### src/atwq_pkg.sv
// Package of the watermark queue: action and status codes, controller states.
// Depends on nothing.
`default_nettype none
package atwq_pkg;
   typedef enum logic [2:0] {
      ACT_ACTIVATE_TX  = 3'd0,
      ACT_DEACT_TX     = 3'd1,
      ACT_ACTIVATE_IDX = 3'd2,
      ACT_DEACT_IDX    = 3'd3,
      ACT_CLEAR        = 3'd4
   } action_type;

   typedef enum logic [2:0] {
      ST_OK     = 3'd0,
      ST_ORDER  = 3'd1,
      ST_NO_ID  = 3'd2,
      ST_NO_IDX = 3'd3,
      ST_FULL   = 3'd4,
      ST_DUP    = 3'd5
   } status_type;

   typedef enum logic [3:0] {
      S_IDLE,
      S_MSCAN,     // table scan, one entry per cycle
      S_MWAIT,     // last table read in flight
      S_TAILRD,    // read tail index
      S_TAILCHK,
      S_QSCAN,     // queue search
      S_QWAIT,
      S_POPRD,     // read head entry
      S_POPCHK,
      S_HEADRD,    // read head index for the result
      S_HEADCHK,
      S_DONE
   } state_type;
endpackage
`default_nettype wire

### src/active_transaction_watermark_queue_unit.sv
// Watermark queue top level: queue and id table in synchronous memories; uses atwq_pkg.
// Timing is set by the one-entry-per-cycle table scan over all MAP_ENTRIES and by the
// queue search (S_QSCAN, S_QWAIT) and head pop (S_POPRD, S_POPCHK) steps.
// Throughput: one transaction at a time, next accepted in the cycle after the result is taken.
// Reset: head, count, table valid bits and controller cleared; memory contents are not
// cleared, and data read outside the occupied window or valid entries is ignored.
`default_nettype none
module active_transaction_watermark_queue_unit #(
   parameter int unsigned QUEUE_DEPTH = 16,
   parameter int unsigned MAP_ENTRIES = 16
) (
   input  wire logic        clock,
   input  wire logic        reset,
   input  wire logic        req_valid,
   output logic             req_ready,
   input  wire logic [2:0]  req_action,
   input  wire logic [63:0] req_trans_id,
   input  wire logic [63:0] req_log_idx,
   output logic             rsp_valid,
   input  wire logic        rsp_ready,
   output logic [2:0]       rsp_status,
   output logic             rsp_release_valid,
   output logic [63:0]      rsp_release_index
);
   localparam int unsigned QW = (QUEUE_DEPTH > 1) ? $clog2(QUEUE_DEPTH) : 1;
   localparam int unsigned MW = (MAP_ENTRIES > 1) ? $clog2(MAP_ENTRIES) : 1;
   localparam int unsigned CW = $clog2(QUEUE_DEPTH + 1);
   localparam int unsigned NW = $clog2(MAP_ENTRIES + 1);
   localparam int unsigned SW = CW + QW + 1;

   // memories
   logic [63:0] q_idx_mem [QUEUE_DEPTH];
   logic        q_inact_mem [QUEUE_DEPTH];
   logic [63:0] m_id_mem [MAP_ENTRIES];
   logic [63:0] m_start_mem [MAP_ENTRIES];
   logic [MAP_ENTRIES-1:0] m_valid_ff, m_valid_in;

   atwq_pkg::state_type state_ff, state_in;
   logic [QW-1:0] head_ff, head_in;
   logic [CW-1:0] count_ff, count_in;
   logic [2:0]    act_ff, act_in;
   logic [63:0]   id_ff, id_in, key_ff, key_in;
   logic [2:0]    st_ff, st_in;
   logic [NW-1:0] mptr_ff, mptr_in;      // table scan pointer
   logic [CW-1:0] qoff_ff, qoff_in;      // queue scan offset
   logic          mhit_ff, mhit_in, mfree_ok_ff, mfree_ok_in;
   logic [MW-1:0] mhit_sel_ff, mhit_sel_in, mfree_ff, mfree_in;
   logic [QW-1:0] qslot_ff;

   // memory read ports (registered data)
   logic [QW-1:0] q_raddr;
   logic [MW-1:0] m_raddr;
   logic [63:0]   q_rdata_ff, m_id_rdata_ff, m_start_rdata_ff;
   logic          q_inact_rdata_ff;
   logic [MW-1:0] m_rtag_ff;             // address of table data in flight
   logic          m_rvalid_ff;
   // write controls
   logic          q_we, qi_we, m_we;
   logic [QW-1:0] q_waddr, qi_waddr;
   logic [63:0]   q_wdata;
   logic          qi_wdata;

   logic          rsp_valid_ff, rsp_rv_ff;
   logic [2:0]    rsp_st_ff;
   logic [63:0]   rsp_ri_ff;
   logic          rsp_load;
   logic [63:0]   rsp_ri_in;

   function automatic logic [QW-1:0] slot_add(input logic [QW-1:0] h,
                                              input logic [CW-1:0] o);
      logic [SW-1:0] s;
      s = {{(CW+1){1'b0}}, h} + {{(QW+1){1'b0}}, o};
      // sum stays below two laps, one conditional subtract wraps it
      if (s >= SW'(QUEUE_DEPTH)) s = s - SW'(QUEUE_DEPTH);
      return s[QW-1:0];
   endfunction

   always_ff @(posedge clock) begin
      if (q_we) q_idx_mem[q_waddr] <= q_wdata;
      if (qi_we) q_inact_mem[qi_waddr] <= qi_wdata;
      if (m_we) begin
         m_id_mem[mfree_ff] <= id_ff;
         m_start_mem[mfree_ff] <= key_ff;
      end
      q_rdata_ff <= q_idx_mem[q_raddr];
      q_inact_rdata_ff <= q_inact_mem[q_raddr];
      m_id_rdata_ff <= m_id_mem[m_raddr];
      m_start_rdata_ff <= m_start_mem[m_raddr];
   end

   assign req_ready = (state_ff == atwq_pkg::S_IDLE) && !rsp_valid_ff;
   wire req_take = req_valid && req_ready;
   wire [CW-1:0] tail_off = count_ff - CW'(1);
   wire m_tag_hit = m_valid_ff[m_rtag_ff] && (m_id_rdata_ff == id_ff);

   // next state
   always_comb begin
      state_in = state_ff;
      unique case (state_ff)
         atwq_pkg::S_IDLE: begin
            if (req_take) begin
               if (req_action == atwq_pkg::ACT_ACTIVATE_TX ||
                   req_action == atwq_pkg::ACT_DEACT_TX)
                  state_in = atwq_pkg::S_MSCAN;
               else if (req_action == atwq_pkg::ACT_ACTIVATE_IDX)
                  state_in = atwq_pkg::S_TAILRD;
               else if (req_action == atwq_pkg::ACT_DEACT_IDX)
                  state_in = atwq_pkg::S_QSCAN;
               else
                  state_in = atwq_pkg::S_HEADRD;
            end
         end
         atwq_pkg::S_MSCAN:
            if (mptr_ff == NW'(MAP_ENTRIES - 1)) state_in = atwq_pkg::S_MWAIT;
         atwq_pkg::S_MWAIT: begin
            if (mhit_in) begin
               state_in = (act_ff == atwq_pkg::ACT_ACTIVATE_TX) ?
                          atwq_pkg::S_HEADRD : atwq_pkg::S_QSCAN;
            end else begin
               state_in = (act_ff == atwq_pkg::ACT_ACTIVATE_TX) ?
                          atwq_pkg::S_TAILRD : atwq_pkg::S_HEADRD;
            end
         end
         atwq_pkg::S_TAILRD: state_in = atwq_pkg::S_TAILCHK;
         atwq_pkg::S_TAILCHK: state_in = atwq_pkg::S_HEADRD;
         atwq_pkg::S_QSCAN:
            state_in = (qoff_ff == count_ff) ? atwq_pkg::S_HEADRD : atwq_pkg::S_QWAIT;
         atwq_pkg::S_QWAIT:
            state_in = (q_rdata_ff == key_ff) ? atwq_pkg::S_POPRD : atwq_pkg::S_QSCAN;
         atwq_pkg::S_POPRD:
            state_in = (count_ff == '0) ? atwq_pkg::S_HEADRD : atwq_pkg::S_POPCHK;
         atwq_pkg::S_POPCHK:
            state_in = q_inact_rdata_ff ? atwq_pkg::S_POPRD : atwq_pkg::S_HEADRD;
         atwq_pkg::S_HEADRD: state_in = atwq_pkg::S_HEADCHK;
         atwq_pkg::S_HEADCHK: state_in = atwq_pkg::S_DONE;
         atwq_pkg::S_DONE: state_in = atwq_pkg::S_IDLE;
         default: state_in = atwq_pkg::S_IDLE;
      endcase
   end

   // datapath controls
   always_comb begin
      head_in = head_ff; count_in = count_ff; act_in = act_ff; id_in = id_ff;
      key_in = key_ff; st_in = st_ff; mptr_in = mptr_ff; qoff_in = qoff_ff;
      mhit_in = mhit_ff; mhit_sel_in = mhit_sel_ff; mfree_in = mfree_ff;
      mfree_ok_in = mfree_ok_ff; m_valid_in = m_valid_ff;
      q_raddr = head_ff; m_raddr = mptr_ff[MW-1:0];
      q_we = 1'b0; qi_we = 1'b0; m_we = 1'b0;
      q_waddr = slot_add(head_ff, count_ff); q_wdata = key_ff;
      qi_waddr = qslot_ff; qi_wdata = 1'b1;
      rsp_load = 1'b0; rsp_ri_in = '0;
      // table compare on data returned from the previous read
      if (m_rvalid_ff) begin
         if (m_tag_hit && !mhit_ff) begin
            mhit_in = 1'b1; mhit_sel_in = m_rtag_ff;
            if (act_ff == atwq_pkg::ACT_DEACT_TX) key_in = m_start_rdata_ff;
         end
      end
      unique case (state_ff)
         atwq_pkg::S_IDLE: begin
            act_in = req_action; id_in = req_trans_id; key_in = req_log_idx;
            st_in = atwq_pkg::ST_OK; mptr_in = '0; qoff_in = '0;
            mhit_in = 1'b0; mfree_ok_in = 1'b0;
            if (req_take && req_action == atwq_pkg::ACT_CLEAR) begin
               m_valid_in = '0; head_in = '0; count_in = '0;
            end
         end
         atwq_pkg::S_MSCAN: begin
            if (!m_valid_ff[mptr_ff[MW-1:0]] && !mfree_ok_ff) begin
               mfree_ok_in = 1'b1; mfree_in = mptr_ff[MW-1:0];
            end
            mptr_in = mptr_ff + NW'(1);
         end
         atwq_pkg::S_MWAIT: begin
            if (act_ff == atwq_pkg::ACT_ACTIVATE_TX) begin
               if (mhit_in) st_in = atwq_pkg::ST_DUP;
            end else if (!mhit_in) begin
               st_in = atwq_pkg::ST_NO_ID;
            end
         end
         atwq_pkg::S_TAILRD: q_raddr = slot_add(head_ff, tail_off);
         atwq_pkg::S_TAILCHK: begin
            if (count_ff != '0 && key_ff <= q_rdata_ff)
               st_in = atwq_pkg::ST_ORDER;
            else if (count_ff == CW'(QUEUE_DEPTH))
               st_in = atwq_pkg::ST_FULL;
            else if (act_ff == atwq_pkg::ACT_ACTIVATE_TX && !mfree_ok_ff)
               st_in = atwq_pkg::ST_FULL;
            else begin
               q_we = 1'b1; qi_we = 1'b1;
               qi_waddr = slot_add(head_ff, count_ff); qi_wdata = 1'b0;
               count_in = count_ff + CW'(1);
               if (act_ff == atwq_pkg::ACT_ACTIVATE_TX) begin
                  m_we = 1'b1; m_valid_in[mfree_ff] = 1'b1;
               end
            end
         end
         atwq_pkg::S_QSCAN: begin
            q_raddr = slot_add(head_ff, qoff_ff);
            if (qoff_ff == count_ff) st_in = atwq_pkg::ST_NO_IDX;
            else qoff_in = qoff_ff + CW'(1);
         end
         atwq_pkg::S_QWAIT: begin
            if (q_rdata_ff == key_ff) begin
               qi_we = 1'b1;
               if (act_ff == atwq_pkg::ACT_DEACT_TX) m_valid_in[mhit_sel_ff] = 1'b0;
            end
         end
         atwq_pkg::S_POPRD: q_raddr = head_ff;
         atwq_pkg::S_POPCHK: begin
            if (q_inact_rdata_ff) begin
               head_in = slot_add(head_ff, CW'(1)); count_in = count_ff - CW'(1);
            end
         end
         atwq_pkg::S_HEADRD: q_raddr = head_ff;
         atwq_pkg::S_HEADCHK: begin
            rsp_load = 1'b1;
            if (count_ff != '0)
               rsp_ri_in = (q_rdata_ff == '0) ? '0 : q_rdata_ff - 64'd1;
         end
         atwq_pkg::S_DONE: ;
         default: ;
      endcase
   end

   // registers
   always_ff @(posedge clock) begin
      if (reset) begin
         state_ff <= atwq_pkg::S_IDLE;
         head_ff <= '0; count_ff <= '0; m_valid_ff <= '0;
         rsp_valid_ff <= 1'b0; m_rvalid_ff <= 1'b0; mhit_ff <= 1'b0;
         mfree_ok_ff <= 1'b0;
      end else begin
         state_ff <= state_in;
         head_ff <= head_in; count_ff <= count_in; m_valid_ff <= m_valid_in;
         mhit_ff <= mhit_in; mfree_ok_ff <= mfree_ok_in;
         m_rvalid_ff <= (state_ff == atwq_pkg::S_MSCAN);
         if (rsp_load) rsp_valid_ff <= 1'b1;
         else if (rsp_ready) rsp_valid_ff <= 1'b0;
      end
      act_ff <= act_in; id_ff <= id_in; key_ff <= key_in; st_ff <= st_in;
      mptr_ff <= mptr_in; qoff_ff <= qoff_in; mhit_sel_ff <= mhit_sel_in;
      mfree_ff <= mfree_in; m_rtag_ff <= m_raddr;
      if (state_ff == atwq_pkg::S_QSCAN) qslot_ff <= q_raddr;
      if (rsp_load) begin
         rsp_st_ff <= st_ff; rsp_rv_ff <= (count_ff != '0); rsp_ri_ff <= rsp_ri_in;
      end
   end

   assign rsp_valid = rsp_valid_ff;
   assign rsp_status = rsp_st_ff;
   assign rsp_release_valid = rsp_rv_ff;
   assign rsp_release_index = rsp_ri_ff;
endmodule
`default_nettype wire

### config.mk
export PLATFORM = sky130hd
export DESIGN_NAME = active_transaction_watermark_queue_unit
export DESIGN_NICKNAME = d
export VERILOG_FILES = /design/src/atwq_pkg.sv /design/src/active_transaction_watermark_queue_unit.sv
export SDC_FILE = /design/constraint.sdc
export NUM_CORES = 2
export LEC_CHECK = 0
export ABC_AREA = 1
export ABC_CLOCK_PERIOD_IN_PS = 13300
export BUFFER_PORTS_ARGS = -buffer_cell sky130_fd_sc_hd__buf_2
export CAP_MARGIN = 0
export CORE_MARGIN = 3
export CORE_UTILIZATION = 45
export CTS_CLUSTER_DIAMETER = 80
export CTS_CLUSTER_SIZE = 30
export DETAILED_ROUTE_END_ITERATION = 8
export GPL_TIMING_DRIVEN = 0
export PLACE_DENSITY = 0.65
export SLEW_MARGIN = 20
export SYNTH_ARGS = -nofsm -noshare
export SYNTH_HDL_FRONTEND = slang
export SYNTH_SLANG_ARGS = --single-unit
### constraint.sdc
create_clock -name clock -period 13.3 [get_ports clock]
set_clock_uncertainty 0.1 [all_clocks]
set_input_delay 0.665 -clock clock [delete_from_list [all_inputs] [get_ports clock]]
set_output_delay 0.665 -clock clock [all_outputs]
set_load 0.05 [all_outputs]
==> reports/qor.txt <==
Status -> finished, final reports clean
Initial Util -> 45.3%
Core box area -> 306000 µm²
Crit path launch type -> flip-flop
Leakage -> 0.0524 µW
CTS tree -> built
Largest family of logic cells by synthesized area -> compound AO/OA/AOI/OAI gates
Synth Area in Compound Gates -> 12.2%
Max_slew headroom -> 14.3%
1st-iter DRT viols -> 15300
DRC viols -> 0
Final HPWL DP -> 343000 µm
Mux contribution to synthesized area -> 0%
Sequential fraction of the synthesis area -> 75.1%
Total gr overflow -> 0
Cell Area, Synth -> 138000 µm²
CTS root buf -> clkbuf_16
I/O Buffers -> 204
Post-cts sizing count -> 0
VDD IR max -> 0.157 mV
Post-synth ARST share -> 0%
Vias in the first global route -> 92900
R2r endpoint -> m_id_mem[7][24]
Clk pwr share -> 18.9%
Crit-path cells -> buf_16 > ha_1 > nand2_1 > nor2_1 > nor3b_2 > nand2_1 > nand2_1 > nand2_1 > nand2_1 > nand2_2 > nand2_4 > nand2_4 > or2_1 > buf_6 > buf_6 > nor3_2 > buf_4 > buf_4 > buf_4 > buf_4 > buf_4 > buf_6 > buf_4
MaxCap Viol Count -> 0
Reg-to-Reg Start -> key_ff[30]
First-pass GRT wire length -> 669000 µm
Sequential Power Share -> 48.6%
Num rows -> 203
HP Class -> input pin to flip-flop
Period utilisation layout -> 52.0%
Pre-CTS setup slack -> 6420 ps
Critical Path Slowest Stage Cell -> nor3b_2
Nets@finish -> 11700
Slew Limit Fails -> 0
Reg2reg path depth -> 23
Critical path class -> flip-flop to flip-flop
Worst EP arrival -> 7420 ps
Xor/xnor share of the synthesized area -> 0.435%
EDFF count, synth -> 3312
Area delta synth->final -> 13.3%
Die height -> 561 µm
Setup ws final -> 6390 ps
Final Hold Viols -> 0
Syn Area/Cell -> 13.1 µm²
Unique cell type count in the Yosys netlist -> 57
Iteration count of the initial detailed-routing pass -> 6
Post-Synth Adder-Cell Area -> 0.752%
Routed Antenna Nets -> 0
Pwr Density -> 210 nW/µm²
Hold path start -> req_log_idx[20]
Crit path max-delay family -> simple AND/OR/NAND/NOR gates
Num CTS Buffers -> 162
Chip width -> 561 µm
Worst Max-Slew Pin Slew -> 1290 ps
Seq cells post-synth -> 3542
Slowest Stage Delay on Critical Path -> 870 ps
Post-DR vias/cell -> 6.13
Ys Warns -> 0
GRT Util Overall -> 29.3%
Post-Synthesis Cells -> 10600
Clock sink total -> 3542
Endpoint type of the worst setup path -> flip-flop
Worst EP required -> 13810 ps
Initial antenna violation count -> 24
Worst reg-to-reg setup slack -> 6390 ps
Syn Nets -> 10800
Simple-gate share of the synthesized area -> 8.58%
Clk Latency, worst-skew pair -> 920 ps
CTS max path bufs -> 4
Most used cell, CP -> buf_4
Final Hold Slack -> 20.7 ps
Int Power -> 19800 µW
Sw power -> 13100 µW
Ports placed on the boundary -> 205
Sw Ratio -> 39.8%
Top FF cell, synth -> edfxtp_1
Vias -> 96500
Setup TNS -> 0 ps
GP Congestion -> 0.903
H-tree depth -> 4
Hold Path End -> key_ff[20]
Crit Path Max Fanout -> 17
Max Clock Freq -> 0.145 GHz
Combinational Power Share -> 32.5%
Hold path depth -> 3
Final setup fails -> 0
Clock slew at reported path FFs -> 100 ps
Routed WL -> 476000 µm
Layout cell share with drive strength beyond 1 -> 10.0%
Worst Path Buf+Inv -> 10
Unrepaired setup endpoints after global routing -> false
Die Area -> 314000 µm²
Postcts setup bufs -> 0
CTS Hold Bufs -> 93
Crit path time final -> 6910 ps
Drt wl/cell -> 30.2 µm
Pin count of the biggest net entering global routing -> 66
## power groups by stage
stage / clock network, µW / registers, µW / logic [µW]
detailed placement: 0 / 16200 / 10200
floorplan: 0 / 15600 / 4980
global placement: 0 / 16900 / 8810
CTS: 6220 / 16000 / 10300
finish: 6200 / 16000 / 10700
global route: 6590 / 16100 / 11200
## state kept, by name (all words and copies together) (netlist names), 3 cells and up
name / cells
count_ff: 5
id_ff: 64
m_valid_ff: 16
st_ff: 3
m_id_mem: 1024
m_id_rdata_ff: 64
q_rdata_ff: 64
q_inact_mem: 16
act_ff: 3
state_ff: 4
rsp_status: 3
mhit_sel_ff: 4
q_idx_mem: 1024
rsp_release_index: 64
qslot_ff: 4
mptr_ff: 5
m_rtag_ff: 4
m_start_rdata_ff: 64
m_start_mem: 1024
mfree_ff: 4
key_ff: 64
head_ff: 4
qoff_ff: 5
## area by class of cell
type	instances	area, µm²
fillers	25600	149000
flip-flops and latches	3542	104000
multi-input cells	6017	30700
repair buffers	781	7650
well taps	4100	5130
clock buffers	231	4450
plain buffers	677	2830
inverters	315	1190
clock inverters	57	837
diodes	15	37.5
## per-stage QoR
stage	instance area (µm²)	total power (µW)	util, %	cells
floorplan	138000	20600	-	10600
global placement	145000	25700	47.3	14900
detailed placement	150000	26500	49.2	15300
CTS	157000	32500	51.2	15700
global route	157000	33900	51.3	15700
finish	157000	32900	51.3	15700
## cell usage in the layout (no fill, tap or decap), drive strengths merged, types with 3 or more instances in the layout
master | synthesis | routed
a211oi | 6 | 6
a21o | 3 | 3
a21oi | 105 | 105
a31oi | 3 | 3
buf | 150 | 837
bufinv | 0 | 6
clkbuf | 527 | 759
clkinv | 3 | 26
clkinvlp | 0 | 3
dfxtp | 230 | 230
diode | 0 | 15
dlygate4sd3 | 0 | 93
edfxtp | 3312 | 3312
ha | 80 | 80
inv | 312 | 337
nand2 | 695 | 695
nand3 | 190 | 190
nand3b | 5 | 5
nand4 | 33 | 33
nor2 | 2003 | 2003
nor3 | 42 | 42
nor3b | 9 | 9
nor4 | 15 | 15
o211ai | 111 | 111
o21a | 3 | 3
o21ai | 1787 | 1787
o21bai | 67 | 67
o221ai | 443 | 443
o22ai | 318 | 318
o31ai | 5 | 5
o32ai | 5 | 5
or2 | 11 | 11
xnor2 | 16 | 16
xor2 | 52 | 52
## worst max-delay path by stage
stage,startpoint,to,slack (ps),depth (start not counted)
after detailed placement,key_ff[31],m_id_mem[7][31],6420,22
after floorplan,key_ff[23],m_id_mem[10][0],1390,16
after global placement,key_ff[21],m_id_mem[6][34],-13380,16
final,key_ff[30],m_id_mem[7][24],6390,23
after CTS,key_ff[31],m_id_mem[7][24],6400,22
after global routing,key_ff[19],m_id_mem[7][24],6440,24
## routing by layer
metal  routed length, µm  vias up  global-route usage (%)
met5                 112        -                       0
met1              167000    47800                    37.1
met4               33200       18                    17.2
met2              220000     6650                    46.9
li1                    -    40800                       -
met3               55100     1204                    6.14
## cells by family (layout without fill, tap and decap cells)
group,after synthesis,count (layout)
and+or+nand+nor,3004,3004
buffers and inverters,992,2061
AOI/OAI and AO/OA,2863,2863
xor gates and xnor gates,68,68
DFF,3542,3542
adders and majority gates,82,82
other,0,15
## worst register-to-register path: cells and delay by family, from the launching register on
kind	cells	cell delay [ps]
adder cells (fa/ha/maj)	1	350
flip-flops	1	750
buffers and inverters	10	2240
AND/OR/NAND/NOR	12	3160
## synth_stat cells, types with 4 or more instances
library cell	n	area share (%)
a211oi_1	6	0.033
a21oi_1	105	0.38
buf_1	35	0.095
buf_2	98	0.35
buf_4	8	0.043
buf_6	9	0.073
clkbuf_1	526	1.4
dfxtp_1	230	3.3
edfxtp_1	3312	72
ha_1	80	0.72
inv_1	299	0.81
inv_2	12	0.033
nand2_1	688	1.9
nand2_2	4	0.018
nand3_1	188	0.68
nand3b_1	5	0.027
nand4_1	32	0.14
nor2_1	1993	5.4
nor2_2	8	0.036
nor3_1	39	0.14
nor3b_1	8	0.043
nor4_1	15	0.068
o211ai_1	111	0.60
o21ai_0	1665	6.0
o21ai_1	120	0.43
o21bai_1	67	0.36
o221ai_1	443	2.8
o22ai_1	318	1.4
o31ai_1	5	0.027
o32ai_1	5	0.032
or2_2	9	0.041
xnor2_1	16	0.10
xor2_1	51	0.32
Note: power is estimated with default switching activity, not from simulation.
